$ cat config.mk
export PLATFORM = sky130hd
export DESIGN_NAME = frame_rms_db_meter_core
export DESIGN_NICKNAME = d
export VERILOG_FILES = /design/src/sv/frmsdb_pkg.sv /design/src/sv/frmsdb_queue.sv /design/src/sv/frmsdb_front.sv /design/src/sv/frmsdb_back.sv /design/src/sv/frame_rms_db_meter_core.sv
export SDC_FILE = /design/constraint.sdc
export NUM_CORES = 2
export LEC_CHECK = 0
export ABC_AREA = 1
export BUFFER_PORTS_ARGS = -buffer_cell sky130_fd_sc_hd__clkbuf_2
export CORE_UTILIZATION = 45
export CTS_BUF_LIST = sky130_fd_sc_hd__clkbuf_4 sky130_fd_sc_hd__clkbuf_8
export CTS_CLUSTER_SIZE = 24
export DETAILED_ROUTE_END_ITERATION = 12
export GPL_TIMING_DRIVEN = 1
export HOLD_SLACK_MARGIN = 0.03
export PLACE_DENSITY = 0.6
export SYNTH_ARGS = -nofsm -noshare
export SYNTH_HDL_FRONTEND = slang
export SYNTH_SLANG_ARGS = --single-unit
$ cat constraint.sdc
create_clock -name clk -period 8.8 [get_ports clk]
set_input_delay 1.32 -clock clk [delete_from_list [all_inputs] [get_ports clk]]
set_output_delay 1.32 -clock clk [all_outputs]
set_load 0.02 [all_outputs]
$ cat src/sv/frmsdb_pkg.sv
`default_nettype none
package frmsdb_pkg;

  localparam int SAMPLE_W   = 16;
  localparam int SQ_W       = 31;            // largest square is 2^30
  localparam int SUM_W      = 41;
  localparam int LEN_W      = 11;
  localparam int MAX_FRAME  = 1024;
  localparam logic [LEN_W-1:0] FRAME_LEN_RST = LEN_W'(1024);

  localparam int QDEPTH     = 2;
  localparam int QPTR_W     = $clog2(QDEPTH);
  localparam int QCNT_W     = $clog2(QDEPTH + 1);

  localparam int MEAN_W     = 31;            // mean never exceeds 2^30
  localparam int ROOT_W     = 32;
  localparam int RMS_W      = 16;
  localparam int DB_W       = 16;
  localparam int EXP_W      = 4;
  localparam int FRAC_BITS  = 24;
  localparam int LOG_W      = EXP_W + FRAC_BITS;
  localparam int MANT_W     = 31;            // Q1.30 mantissa
  localparam int DB_K_W     = 27;
  localparam logic [DB_K_W-1:0] DB_K = DB_K_W'(101008905);
  localparam int PROD_W     = LOG_W + DB_K_W;

  localparam int DIV_STEPS  = SUM_W;
  localparam int SQRT_STEPS = 16;
  localparam int CNT_W      = $clog2(DIV_STEPS);

  localparam logic [RMS_W-1:0] RMS_FULL = RMS_W'(32768);
  localparam logic [DB_W-1:0]  DB_MIN   = DB_W'(16'h8000);

  typedef struct packed {
    logic [SUM_W-1:0] sum;
    logic [LEN_W-1:0] len;
  } frame_t;

  typedef enum logic [3:0] {
    BK_IDLE,
    BK_DIV,
    BK_SQRT,
    BK_RND,
    BK_NORM,
    BK_LOG,
    BK_MUL,
    BK_FIN,
    BK_OUT
  } bk_state_t;

endpackage
`default_nettype wire

$ cat src/sv/frmsdb_queue.sv
`default_nettype none
module frmsdb_queue (
  input  wire logic                      clk,
  input  wire logic                      rst_n,
  input  wire logic                      push,
  input  wire frmsdb_pkg::frame_t        push_data,
  input  wire logic                      pop,
  output frmsdb_pkg::frame_t             pop_data,
  output logic                           not_empty,
  output logic [frmsdb_pkg::QCNT_W-1:0]  count
);
  import frmsdb_pkg::*;

  frame_t             slot_r [QDEPTH];
  logic [QPTR_W-1:0]  wr_ptr_r, wr_ptr_nxt;
  logic [QPTR_W-1:0]  rd_ptr_r, rd_ptr_nxt;
  logic [QCNT_W-1:0]  cnt_r, cnt_nxt;

  always_comb begin
    wr_ptr_nxt = push ? QPTR_W'((32'(wr_ptr_r) + 1) % QDEPTH) : wr_ptr_r;
    rd_ptr_nxt = pop  ? QPTR_W'((32'(rd_ptr_r) + 1) % QDEPTH) : rd_ptr_r;
    cnt_nxt    = cnt_r + QCNT_W'(push) - QCNT_W'(pop);
  end

  always_ff @(posedge clk) begin
    if (!rst_n) begin
      wr_ptr_r <= '0;
      rd_ptr_r <= '0;
      cnt_r    <= '0;
    end else begin
      wr_ptr_r <= wr_ptr_nxt;
      rd_ptr_r <= rd_ptr_nxt;
      cnt_r    <= cnt_nxt;
    end
  end

  always_ff @(posedge clk) begin
    if (push) begin
      slot_r[wr_ptr_r] <= push_data;
    end
  end

  assign pop_data  = slot_r[rd_ptr_r];
  assign not_empty = (cnt_r != '0);
  assign count     = cnt_r;

endmodule
`default_nettype wire

$ cat src/sv/frmsdb_front.sv
`default_nettype none
module frmsdb_front (
  input  wire logic                              clk,
  input  wire logic                              rst_n,
  input  wire logic                              in_valid,
  output logic                                   in_ready,
  input  wire logic signed [frmsdb_pkg::SAMPLE_W-1:0] sample,
  input  wire logic [frmsdb_pkg::LEN_W-1:0]      frame_len,
  input  wire logic [frmsdb_pkg::QCNT_W-1:0]     q_count,
  output logic                                   push,
  output frmsdb_pkg::frame_t                     push_data
);
  import frmsdb_pkg::*;

  logic [LEN_W-1:0]    eff_len;
  logic [SAMPLE_W-1:0] mag;
  logic [LEN_W-1:0]    cnt_inc;
  logic                last_w;
  logic                accept;
  logic [QCNT_W:0]     busy_slots;

  logic [LEN_W-1:0]    count_r, count_nxt;
  logic                v1_r, v1_nxt;
  logic                last1_r;
  logic [SQ_W-1:0]     sq1_r;
  logic [LEN_W-1:0]    len1_r;
  logic [SUM_W-1:0]    sum_r, sum_nxt;
  logic [SUM_W-1:0]    sum_add;

  always_comb begin
    if (frame_len == '0) begin
      eff_len = LEN_W'(1);
    end else if (32'(frame_len) > MAX_FRAME) begin
      eff_len = LEN_W'(MAX_FRAME);
    end else begin
      eff_len = frame_len;
    end
  end

  // Hold input while the queue could not take a frame ending in flight.
  assign busy_slots = (QCNT_W+1)'(q_count) + (QCNT_W+1)'(v1_r & last1_r);
  assign in_ready   = (32'(busy_slots) < QDEPTH);
  assign accept     = in_valid & in_ready;

  assign mag     = sample[SAMPLE_W-1] ? SAMPLE_W'(-sample) : SAMPLE_W'(sample);
  assign cnt_inc = count_r + LEN_W'(1);
  assign last_w  = (cnt_inc >= eff_len);

  always_comb begin
    count_nxt = count_r;
    if (accept) begin
      count_nxt = last_w ? '0 : cnt_inc;
    end
    v1_nxt = accept;
  end

  assign sum_add = sum_r + SUM_W'(sq1_r);
  assign push    = v1_r & last1_r;
  assign push_data = '{sum: sum_add, len: len1_r};

  always_comb begin
    sum_nxt = sum_r;
    if (v1_r) begin
      sum_nxt = last1_r ? '0 : sum_add;
    end
  end

  always_ff @(posedge clk) begin
    if (!rst_n) begin
      count_r <= '0;
      v1_r    <= 1'b0;
      sum_r   <= '0;
    end else begin
      count_r <= count_nxt;
      v1_r    <= v1_nxt;
      sum_r   <= sum_nxt;
    end
  end

  always_ff @(posedge clk) begin
    if (accept) begin
      sq1_r   <= SQ_W'(32'(mag) * 32'(mag));
      last1_r <= last_w;
      len1_r  <= eff_len;
    end
  end

endmodule
`default_nettype wire

$ cat src/sv/frmsdb_back.sv
`default_nettype none
module frmsdb_back (
  input  wire logic                         clk,
  input  wire logic                         rst_n,
  input  wire logic                         q_valid,
  input  wire frmsdb_pkg::frame_t           q_data,
  output logic                              q_pop,
  output logic                              out_valid,
  input  wire logic                         out_ready,
  output logic [frmsdb_pkg::RMS_W-1:0]      out_rms,
  output logic [frmsdb_pkg::DB_W-1:0]       out_db,
  output logic                              out_floor
);
  import frmsdb_pkg::*;

  bk_state_t          state_r, state_nxt;
  logic [CNT_W-1:0]   cnt_r, cnt_nxt;

  logic [SUM_W-1:0]   quo_r;
  logic [LEN_W-1:0]   rem_r;
  logic [LEN_W-1:0]   div_r;
  logic [MEAN_W-1:0]  v_r;
  logic [ROOT_W-1:0]  root_r;
  logic [MEAN_W-1:0]  bit_r;
  logic [RMS_W-1:0]   rms_r;
  logic [EXP_W-1:0]   exp_r;
  logic [FRAC_BITS-1:0] frac_r;
  logic [MANT_W-1:0]  y_r;
  logic [PROD_W-1:0]  prod_r;
  logic [DB_W-1:0]    db_r;
  logic               flr_r;

  logic [RMS_W-1:0]   out_rms_r;
  logic [DB_W-1:0]    out_db_r;
  logic               out_floor_r;
  logic               out_valid_r, out_valid_nxt;

  logic               out_free;
  logic               out_load;

  // divider step
  logic [LEN_W:0]     div_sh;
  logic               div_ge;
  // square root step
  logic [ROOT_W-1:0]  sq_t;
  logic               sq_ge;
  // rounding
  logic [RMS_W+1:0]   rnd;
  logic [RMS_W-1:0]   rms_w;
  // normalize
  logic [EXP_W-1:0]   exp_w;
  // log step
  logic [2*MANT_W-1:0] y_sq;
  logic [MANT_W:0]    y_sh;
  // dB finish
  logic [LOG_W-1:0]   m_w;
  logic [PROD_W:0]    prod_rnd;
  logic [DB_W-1:0]    p_w;

  assign out_free = ~out_valid_r | out_ready;

  assign div_sh = {rem_r, quo_r[SUM_W-1]};
  assign div_ge = (div_sh >= {1'b0, div_r});

  assign sq_t  = root_r + ROOT_W'(bit_r);
  assign sq_ge = (ROOT_W'(v_r) >= sq_t);

  always_comb begin
    rnd = (RMS_W+2)'(root_r[RMS_W:0]) + (RMS_W+2)'(ROOT_W'(v_r) > root_r);
    rms_w = (rnd > (RMS_W+2)'(RMS_FULL)) ? RMS_FULL : rnd[RMS_W-1:0];
  end

  always_comb begin
    exp_w = '0;
    for (int i = 0; i < RMS_W; i++) begin
      if (rms_r[i]) exp_w = EXP_W'(i);
    end
  end

  assign y_sq = (2*MANT_W)'(y_r) * (2*MANT_W)'(y_r);
  assign y_sh = y_sq[2*MANT_W-1:MANT_W-1];

  assign m_w      = LOG_W'(15 << FRAC_BITS) - {exp_r, frac_r};
  assign prod_rnd = (PROD_W+1)'(prod_r) + ((PROD_W+1)'(1) << 39);
  assign p_w      = (prod_rnd[PROD_W:40] > (PROD_W-39)'(RMS_FULL)) ? RMS_FULL
                                                                    : DB_W'(prod_rnd[PROD_W:40]);

  // next state
  always_comb begin
    state_nxt = state_r;
    case (state_r)
      BK_IDLE: if (q_valid) state_nxt = BK_DIV;
      BK_DIV:  if (cnt_r == CNT_W'(DIV_STEPS - 1)) state_nxt = BK_SQRT;
      BK_SQRT: if (cnt_r == CNT_W'(SQRT_STEPS - 1)) state_nxt = BK_RND;
      BK_RND:  state_nxt = (rms_w == '0) ? BK_OUT : BK_NORM;
      BK_NORM: state_nxt = BK_LOG;
      BK_LOG:  if (cnt_r == CNT_W'(FRAC_BITS - 1)) state_nxt = BK_MUL;
      BK_MUL:  state_nxt = BK_FIN;
      BK_FIN:  state_nxt = BK_OUT;
      BK_OUT:  if (out_free) state_nxt = BK_IDLE;
      default: state_nxt = BK_IDLE;
    endcase
  end

  // outputs of the sequencer
  always_comb begin
    q_pop    = 1'b0;
    out_load = 1'b0;
    case (state_r)
      BK_IDLE: q_pop    = q_valid;
      BK_OUT:  out_load = out_free;
      default: ;
    endcase
    cnt_nxt = (state_nxt != state_r) ? '0 : cnt_r + CNT_W'(1);
    out_valid_nxt = out_load ? 1'b1 : (out_ready ? 1'b0 : out_valid_r);
  end

  always_ff @(posedge clk) begin
    if (!rst_n) begin
      state_r     <= BK_IDLE;
      cnt_r       <= '0;
      out_valid_r <= 1'b0;
    end else begin
      state_r     <= state_nxt;
      cnt_r       <= cnt_nxt;
      out_valid_r <= out_valid_nxt;
    end
  end

  always_ff @(posedge clk) begin
    case (state_r)
      BK_IDLE: begin
        quo_r <= q_data.sum;
        div_r <= q_data.len;
        rem_r <= '0;
      end
      BK_DIV: begin
        rem_r <= div_ge ? LEN_W'(div_sh - {1'b0, div_r}) : div_sh[LEN_W-1:0];
        quo_r <= {quo_r[SUM_W-2:0], div_ge};
        if (cnt_r == CNT_W'(DIV_STEPS - 1)) begin
          v_r    <= {quo_r[MEAN_W-2:0], div_ge};
          root_r <= '0;
          bit_r  <= MEAN_W'(1) << (MEAN_W - 1);
        end
      end
      BK_SQRT: begin
        if (sq_ge) begin
          v_r    <= MEAN_W'(ROOT_W'(v_r) - sq_t);
          root_r <= (root_r >> 1) + ROOT_W'(bit_r);
        end else begin
          root_r <= root_r >> 1;
        end
        bit_r <= bit_r >> 2;
      end
      BK_RND: begin
        rms_r <= rms_w;
        db_r  <= DB_MIN;
        flr_r <= (rms_w == '0);
      end
      BK_NORM: begin
        exp_r  <= exp_w;
        frac_r <= '0;
        y_r    <= MANT_W'(rms_r) << (5'(30) - 5'(exp_w));
      end
      BK_LOG: begin
        // advance one fraction bit per squaring, renormalize on overflow
        frac_r <= {frac_r[FRAC_BITS-2:0], y_sh[MANT_W]};
        y_r    <= y_sh[MANT_W] ? y_sh[MANT_W:1] : y_sh[MANT_W-1:0];
      end
      BK_MUL: begin
        prod_r <= PROD_W'(m_w) * PROD_W'(DB_K);
      end
      BK_FIN: begin
        db_r <= DB_W'(0) - p_w;
      end
      default: ;
    endcase
  end

  always_ff @(posedge clk) begin
    if (out_load) begin
      out_rms_r   <= rms_r;
      out_db_r    <= db_r;
      out_floor_r <= flr_r;
    end
  end

  assign out_valid = out_valid_r;
  assign out_rms   = out_rms_r;
  assign out_db    = out_db_r;
  assign out_floor = out_floor_r;

endmodule
`default_nettype wire

$ cat src/sv/frame_rms_db_meter_core.sv
`default_nettype none
// Latency is shorter for a frame at the floor, which skips the log and dB steps.
// Throughput: one sample per cycle within a frame while in_tready is high; the result unit
// runs a 41-step divider, a 16-step root and 24 log squarings per frame, so frames
// shorter than that work stall in_tready once the two-entry frame queue fills.
// Reset (rst_n low, synchronous): sum, count and queue cleared, frame_length = 1024.
module frame_rms_db_meter_core (
  input  wire logic        clk,
  input  wire logic        rst_n,
  input  wire logic        in_tvalid,
  output logic             in_tready,
  input  wire logic [15:0] in_tdata,     // [15:0] sample
  output logic             out_tvalid,
  input  wire logic        out_tready,
  output logic [31:0]      out_tdata,    // [15:0] rms_level, [31:16] level_db
  output logic             out_tuser,    // [0] level_floor
  input  wire logic        cfg_wr_en,
  input  wire logic [10:0] cfg_wr_data   // frame_length
);
  import frmsdb_pkg::*;

  logic [LEN_W-1:0]  frame_len_r, frame_len_nxt;
  logic              push;
  frame_t            push_data;
  frame_t            pop_data;
  logic              pop;
  logic              q_valid;
  logic [QCNT_W-1:0] q_count;
  logic [RMS_W-1:0]  rms;
  logic [DB_W-1:0]   db;

  assign frame_len_nxt = cfg_wr_en ? cfg_wr_data : frame_len_r;

  always_ff @(posedge clk) begin
    if (!rst_n) begin
      frame_len_r <= FRAME_LEN_RST;
    end else begin
      frame_len_r <= frame_len_nxt;
    end
  end

  frmsdb_front u_front (
    .clk       (clk),
    .rst_n     (rst_n),
    .in_valid  (in_tvalid),
    .in_ready  (in_tready),
    .sample    (in_tdata),
    .frame_len (frame_len_r),
    .q_count   (q_count),
    .push      (push),
    .push_data (push_data)
  );

  frmsdb_queue u_queue (
    .clk       (clk),
    .rst_n     (rst_n),
    .push      (push),
    .push_data (push_data),
    .pop       (pop),
    .pop_data  (pop_data),
    .not_empty (q_valid),
    .count     (q_count)
  );

  frmsdb_back u_back (
    .clk       (clk),
    .rst_n     (rst_n),
    .q_valid   (q_valid),
    .q_data    (pop_data),
    .q_pop     (pop),
    .out_valid (out_tvalid),
    .out_ready (out_tready),
    .out_rms   (rms),
    .out_db    (db),
    .out_floor (out_tuser)
  );

  assign out_tdata = {db, rms};

endmodule
`default_nettype wire
# After elaboration in Yosys (flattened, before gate mapping)
# Memories as Yosys holds them, arrays and structs flattened. A register that Yosys moved wholly into a read port is not among the register bits.
# Index checks and enable logic that the tools add are counted.
# Widths: inputs -> output; s select.
# op_classes
add_sub_neg,18
n_mul,3
div_mod_pow,0
n_lt_le_gt_ge,8
n_eq_ne,14
shift,1
mux,52
bitwise_logic,6
n_reduce_logical,12
# ops
cell,count
$pmux 31 s2,3
$mux 31,4
$pmux 41 s2,1
$mux 32,2
$pmux 32 s2,1
$mul 31x31->62,1
$add 55x40->56 const B,1
$mux 4,14
$mul 28x27->55 const B,1
$mux 16,3
$pmux 24 s2,1
$mux 11,4
$add 41x31->41,1
$mux 41,1
$pmux 4 s9,1
$add 31x31->32,1
$add 32x31->32,1
$ge 31x32->1,1
$gt 31x32->1,1
$pmux 16 s2,1
$mul 16x16->31,1
$shl 16x5->31,1
$sub 31x31->31,1
$sub 28x28->28 const A,1
40 further kinds,66
# word_totals
reg_bits,459
latchBits,0
mem_bits_rw,104
romBits,0
word_cells,144
n_memories,1
# memory_table
name,words,word_bits,rd,rd_ports_with_merged_regs,write_ports,line,text
u_queue.slot_r,2,52,1,1,1,frmsdb_queue.sv:14,frame_t slot_r [QDEPTH];

# Longest topological paths before layout
# depth
depth_word,18
depth_mapped,40

# Cells and area by module
# Synthesis repeated with hierarchy kept, for this count alone.
# hier_totals
hier_cells,8980
hier_area_um2,75770.2
# by_module_without_submodules
module,instances,cells_per_inst,area_each_um2
frmsdb_back,1,6824,56995.9
frmsdb_front,1,1894,14093.5
frmsdb_queue,1,194,4229.1
frame_rms_db_meter_core,1,68,451.7

# Least setup slack after synthesis
# Ideal clock, no wire load.
# synth_timing
path_kind,input to register
from,input in_tdata[0]
to,register u_front.sq1_r[30] (data pin)
setup_ns,0.263
arrival_time_ns,8.056
path_slack_ns,0.481
stages,36
n_path_buf,2
path_cell_list,clkinv_1 -> clkbuf_1 -> ha_1 -> nand2_1 -> nor2_1 -> nand3b_1 -> nand2_1 -> nand2_1 -> o21ai_1 -> nand2_1 -> o21ai_1 -> nand2_1 -> xnor2_1 -> clkbuf_1 -> nor2_1 -> fa_1 -> fa_1 -> fa_1 -> fa_1 -> inv_1 -> fa_1 -> fa_1 -> inv_1 -> ha_1 -> nand2_1 -> nor2_1 -> inv_1 -> nor3_1 -> nand3_1 -> nand3_1 -> nand2_1 -> nand2_1 -> a21oi_1 -> nor2_1 -> nor2_1 -> xor2_1
# synth_between
elab_chain_len,3
# synth_lines
element,line,text
"start, declared",frame_rms_db_meter_core.sv:12,"input wire logic [15:0] in_tdata,"
$neg 16->16,frmsdb_front.sv:45,assign mag = sample[SAMPLE_W-1] ? SAMPLE_W'(-sample) : SAMPLE_W'(sample);
$mux 16 (*),frmsdb_front.sv:45,
$mul 16x16->31 (*),frmsdb_front.sv:82,sq1_r <= SQ_W'(32'(mag) * 32'(mag));
"end signal, assigned",frmsdb_front.sv:82,
"end, declared",frmsdb_front.sv:25,logic [SQ_W-1:0] sq1_r;
# Every way passes the cells marked *; elsewhere a longest branch is shown, timed or not.
# A chain may end at the register's enable or synchronous reset.

# Worst setup path after layout
# layout_timing
from,register u_back.y_r[22]
to,register u_back.y_r[25] (data pin)
# layout_between
elab_chain_len,3
# layout_lines
element,line,text
"start, declared",frmsdb_back.sv:28,logic [MANT_W-1:0] y_r;
"start signal, assigned",frmsdb_back.sv:163,y_r <= MANT_W'(rms_r) << (5'(30) - 5'(exp_w));
"start signal, assigned",frmsdb_back.sv:168,y_r <= y_sh[MANT_W] ? y_sh[MANT_W:1] : y_sh[MANT_W-1:0];
$mul 31x31->62,frmsdb_back.sv:80,assign y_sq = (2*MANT_W)'(y_r) * (2*MANT_W)'(y_r);
$mux 31,frmsdb_back.sv:168,
$pmux 31 s2,frmsdb_back.sv:131,case (state_r)
# Every way passes these cells.

==> PnR_summary.wiki <==
{| class="wikitable"
! Metric !! Value
|-
| Cell area power density || around 140 mW/mm^2
|-
| Unrepaired setup endpoints after global routing || false
|-
| Final critical path time including I/O delays and setup || 8.38 ns
|-
| Layout Skew || a little under 0.08 ns
|-
| Cell Rows || 148
|-
| Total half-perimeter wirelength after legalization and detailed placement || 155000 um
|-
| R2r startpoint || u_back.y_r[22]
|-
| Hold Path Class || reg2reg
|-
| Count of pins on the block boundary || 67
|-
| CTS sink cnt || roughly 510
|-
| Library cell used as clock root buffer || clkbuf_8
|-
| Synth warnings || 0
|-
| Final cycle utilization of the critical path || 0.952
|-
| Share of total power in sequential cells || 0.299
|-
| Drt first-iter violations || approximately 3600
|-
| #FFs+latches synth || just over 500
|-
| Port-buffer cells || 66
|-
| Remaining global-route overflow || 0
|-
| Post-synth EDFFs || about 430
|-
| Initial standard-cell utilization of the core || 0.454
|-
| Proportion of layout cells with a drive suffix above 1 || 0.0474
|-
| Footprint of the multi-input gates || approximately 0.05 sq mm
|-
| Number of H-tree levels || 3
|-
| Largest vdd supply drop || 0.357 mV
|-
| Clk Latency, worst-skew pair || just over 0.8 ns
|-
| Combinational Power Share || 0.505
|-
| Net switching power of the design || 4.80 mW
|-
| Clock tree from TritonCTS || done
|-
| Post-cts hold buffer count || 0
|-
| Hold Crit Depth || 0
|-
| Pin count of the biggest net entering global routing || a little over 90
|-
| Reg-to-reg critical path endpoint || u_back.y_r[25]
|-
| Sequential cell area fraction in the yosys report || 0.196
|-
| CP arrival || 8.93 ns
|-
| Status || completed
|-
| End of the worst hold path || u_back.out_db[11]
|-
| Die ar. || roughly 0.17 sq mm
|-
| Clock-pin slew on the worst setup and hold paths || ~0.060 ns
|-
| Max transition margin || 0.178
|-
| Synth-to-layout area growth || 7.16%
|-
| Cell with the largest stage delay on the worst path || edfxtp_1
|-
| Routability-driven placement congestion ratio || 0.932
|-
| DRC errors left || 0
|-
| Detail Route Antenna Nets || 0
|-
| Maximum operating frequency || 0.119 GHz
|-
| Worst path max stage delay || 0.92 ns
|-
| Combined flip-flop and latch cell area || roughly 0.014 sq mm
|-
| Max Cap Viol || 0
|-
| CP bufs+invs || 9
|-
| Mapped cell area || between 0.07 and 0.08 sq mm
|-
| Total negative slack for setup checks || 0 ns
|-
| Placeable core region || between 0.15 and 0.2 sq mm
|-
| Highest fanout seen on the critical path || 32
|-
| Number of antenna violations at the first check in global routing || 3
|-
| Total count of hold-check failures in the final report || 0
|-
| Most instantiated flip-flop cell in the synthesis netlist || edfxtp_1
|-
| Crit. End Element || flip-flop
|-
| Via count of the first global-routing pass || ~57000
|-
| Reg-to-reg setup timing slack || 0.42 ns
|-
| Post-synthesis async set-or-reset flop share || 0
|-
| Detailed-route via count || between 50000 and 60000
|-
| Internal power || between 6 and 7 mW
|-
| Die outline width || 407 um
|-
| Instance count on the critical path || 32
|-
| Total Power Consumption || ~11 mW
|-
| WS Path Type || reg2reg
|-
| Slew of the pin with the lowest slew margin || between 1 and 1.5 ns
|-
| Crit path max-delay family || adder cells
|-
| Routed Wire Length || 188000 um
|-
| Total CTS buffers || 88
|-
| Number of buffers on the longest clock path || 3
|-
| Worst R2R Path Depth || 32
|-
| Leakage || just over 40 nW
|-
| Clock share of power || 0.196
|-
| Max-slew violation count || 0
|-
| First-pass GRT wire length || roughly 310000 um
|-
| Fraction of power spent switching nets || 0.418
|-
| Number of filler instances in the final layout || roughly 16000
|-
| Category of the worst setup path launch point || flip-flop
|-
| Min-delay src || u_back.db_r[11]
|-
| Total Nets Final || between 10000 and 15000
|-
| Distinct cells, synth || around 70
|-
| Total GRT Usage || 0.229
|-
| Average wire per standard cell || approximately 17 um
|-
| Post-Synthesis Mean Instance Area || between 8 and 9 sq um
|-
| Total setup violations reported at the end of the flow || 0
|-
| First-pass DRT Iterations || 6
|-
| Number of instances in the synthesized netlist || a little under 9000
|-
| Required time at the worst-slack endpoint || around 9.4 ns
|-
| Number of vias per cell after detailed routing || 5.03
|-
| Height of the die || a little over 400 um
|}
Yosys cell counts, drive strengths merged, types with 22 or more instances:
master / instances / share of area
nand4: 57 / 0.0049
fa: 1061 / 0.29
nor3: 62 / 0.0047
edfxtp: 429 / 0.17
xnor2: 86 / 0.010
a21o: 27 / 0.0027
ha: 800 / 0.14
a21oi: 418 / 0.028
o21ai: 357 / 0.024
nor4: 22 / 0.0021
o21bai: 23 / 0.0024
a31oi: 36 / 0.0030
inv: 2270 / 0.12
nand3: 310 / 0.021
xor2: 191 / 0.023
o211ai: 28 / 0.0028
dfxtp: 80 / 0.022
clkbuf: 167 / 0.0085
buf: 39 / 0.0024
nand2: 1582 / 0.081
nor2: 572 / 0.030
worst max path at each step:
stage	slack [ns]	startpoint	end
after global routing	0.07	u_back.frac_r[0]	u_back.prod_r[54]
after global placement	0.37	u_back.y_r[13]	u_back.y_r[20]
final	0.42	u_back.y_r[22]	u_back.y_r[25]
after floorplan	0.48	in_tdata[0]	u_front.sq1_r[30]
after CTS	0.38	u_back.y_r[13]	u_back.y_r[20]
after detailed placement	0.38	in_tdata[0]	u_front.sq1_r[30]
kinds of logic after synthesis:
group / share of synthesized area
muxes: 0.00181
buffers and inverters: 0.126
adders and majority gates: 0.423
xor gates and xnor gates: 0.0331
DFF: 0.196
AOI/OAI and AO/OA: 0.0729
other: 0.000102
and+or+nand+nor: 0.147
registers in the layout (all words and copies together), names as in the netlist, 16 cells and up, named ones only:
register / cells
u_back.bit_r: 16
u_back.db_r: 16
u_back.frac_r: 24
u_back.out_db: 16
u_back.out_rms: 16
u_back.prod_r: 16
u_back.quo_r: 41
u_back.rms_r: 16
u_back.root_r: 32
u_back.v_r: 31
u_back.y_r: 31
u_front.sq1_r: 30
u_front.sum_r: 41
u_queue.slot_r: 104
power by group through the flow:
stage | Combinational (mW) | Sequential [mW] | Clock [mW]
2_1_floorplan | 4.37 | 3.42 | 0
3_3_place_gp | 5.75 | 3.47 | 0
3_5_place_dp | 5.80 | 3.48 | 0
4_1_cts | 5.84 | 3.43 | 2.31
5_1_grt | 6.62 | 3.46 | 2.41
6_report | 5.79 | 3.43 | 2.24
per-stage QoR:
stage	utilization	hold slack, ns	cells	setup slack [ns]	area [sq um]
6_report	0.486	0.417	11100	0.423	79200
5_1_grt	0.486	0.433	11100	0.0684	79200
4_1_cts	0.486	0.418	11100	0.383	79100
3_5_place_dp	0.475	0.406	10900	0.381	77400
3_3_place_gp	0.475	0.402	10900	0.367	77400
2_1_floorplan	-	0.400	8778	0.481	74000
repair_timing:
item	CTS	global route
endpoints found under the hold margin	0	0
buffers inserted	0	10
gates resized for setup	0	2
endpoints found under the setup margin	0	18
routing by layer:
layer	GRT usage	vias up	wire, um	part of all wire
met4	0.0473	0	3730	0.020
met5	0	-	0	0
met3	0.0265	225	9290	0.049
met2	0.368	1278	85800	0.46
li1	-	27100	-	-
met1	0.333	27200	89500	0.48
worst register-to-register path: cells and delay by family (launching register included):
kind                     cells  cell delay (ns)
AO/OA/AOI/OAI                2             0.20
adder cells (fa/ha/maj)      9             4.38
flip-flops                   1             0.92
buffers and inverters        9             1.17
AND/OR/NAND/NOR             12             1.47
cell type report:
| class | count | share of cell area |
|---|---|---|
| Multi-Input combinational cell | 5786 | 0.634 |
| Sequential cell | 509 | 0.183 |
| Inverter | 2277 | 0.108 |
| Tap cell | 2175 | 0.0343 |
| Timing Repair Buffer | 195 | 0.0188 |
| Clock buffer | 110 | 0.0177 |
| Clock inverter | 46 | 0.00458 |
| Antenna cell | 2 | 0.0000632 |
layout by cell type, fill, tap and decap left out, types with 18 or more instances in the layout:
| cell type | count |
|---|---|
| o21a_1 | 21 |
| nand3_1 | 304 |
| nand2_1 | 1575 |
| edfxtp_1 | 429 |
| nor3_1 | 55 |
| a21o_1 | 27 |
| xnor2_1 | 86 |
| nor2_1 | 554 |
| xor2_1 | 188 |
| nor4_1 | 21 |
| o21bai_1 | 22 |
| a21oi_1 | 416 |
| ha_1 | 800 |
| o211ai_1 | 28 |
| clkinv_1 | 26 |
| clkbuf_4 | 18 |
| nand4_1 | 56 |
| inv_1 | 2265 |
| buf_4 | 114 |
| clkbuf_8 | 92 |
| or2_2 | 19 |
| dfxtp_1 | 79 |
| a31oi_1 | 36 |
| o21ai_0 | 338 |
| clkbuf_2 | 66 |
| fa_1 | 1061 |
Note: power is estimated with default switching activity, not from simulation.
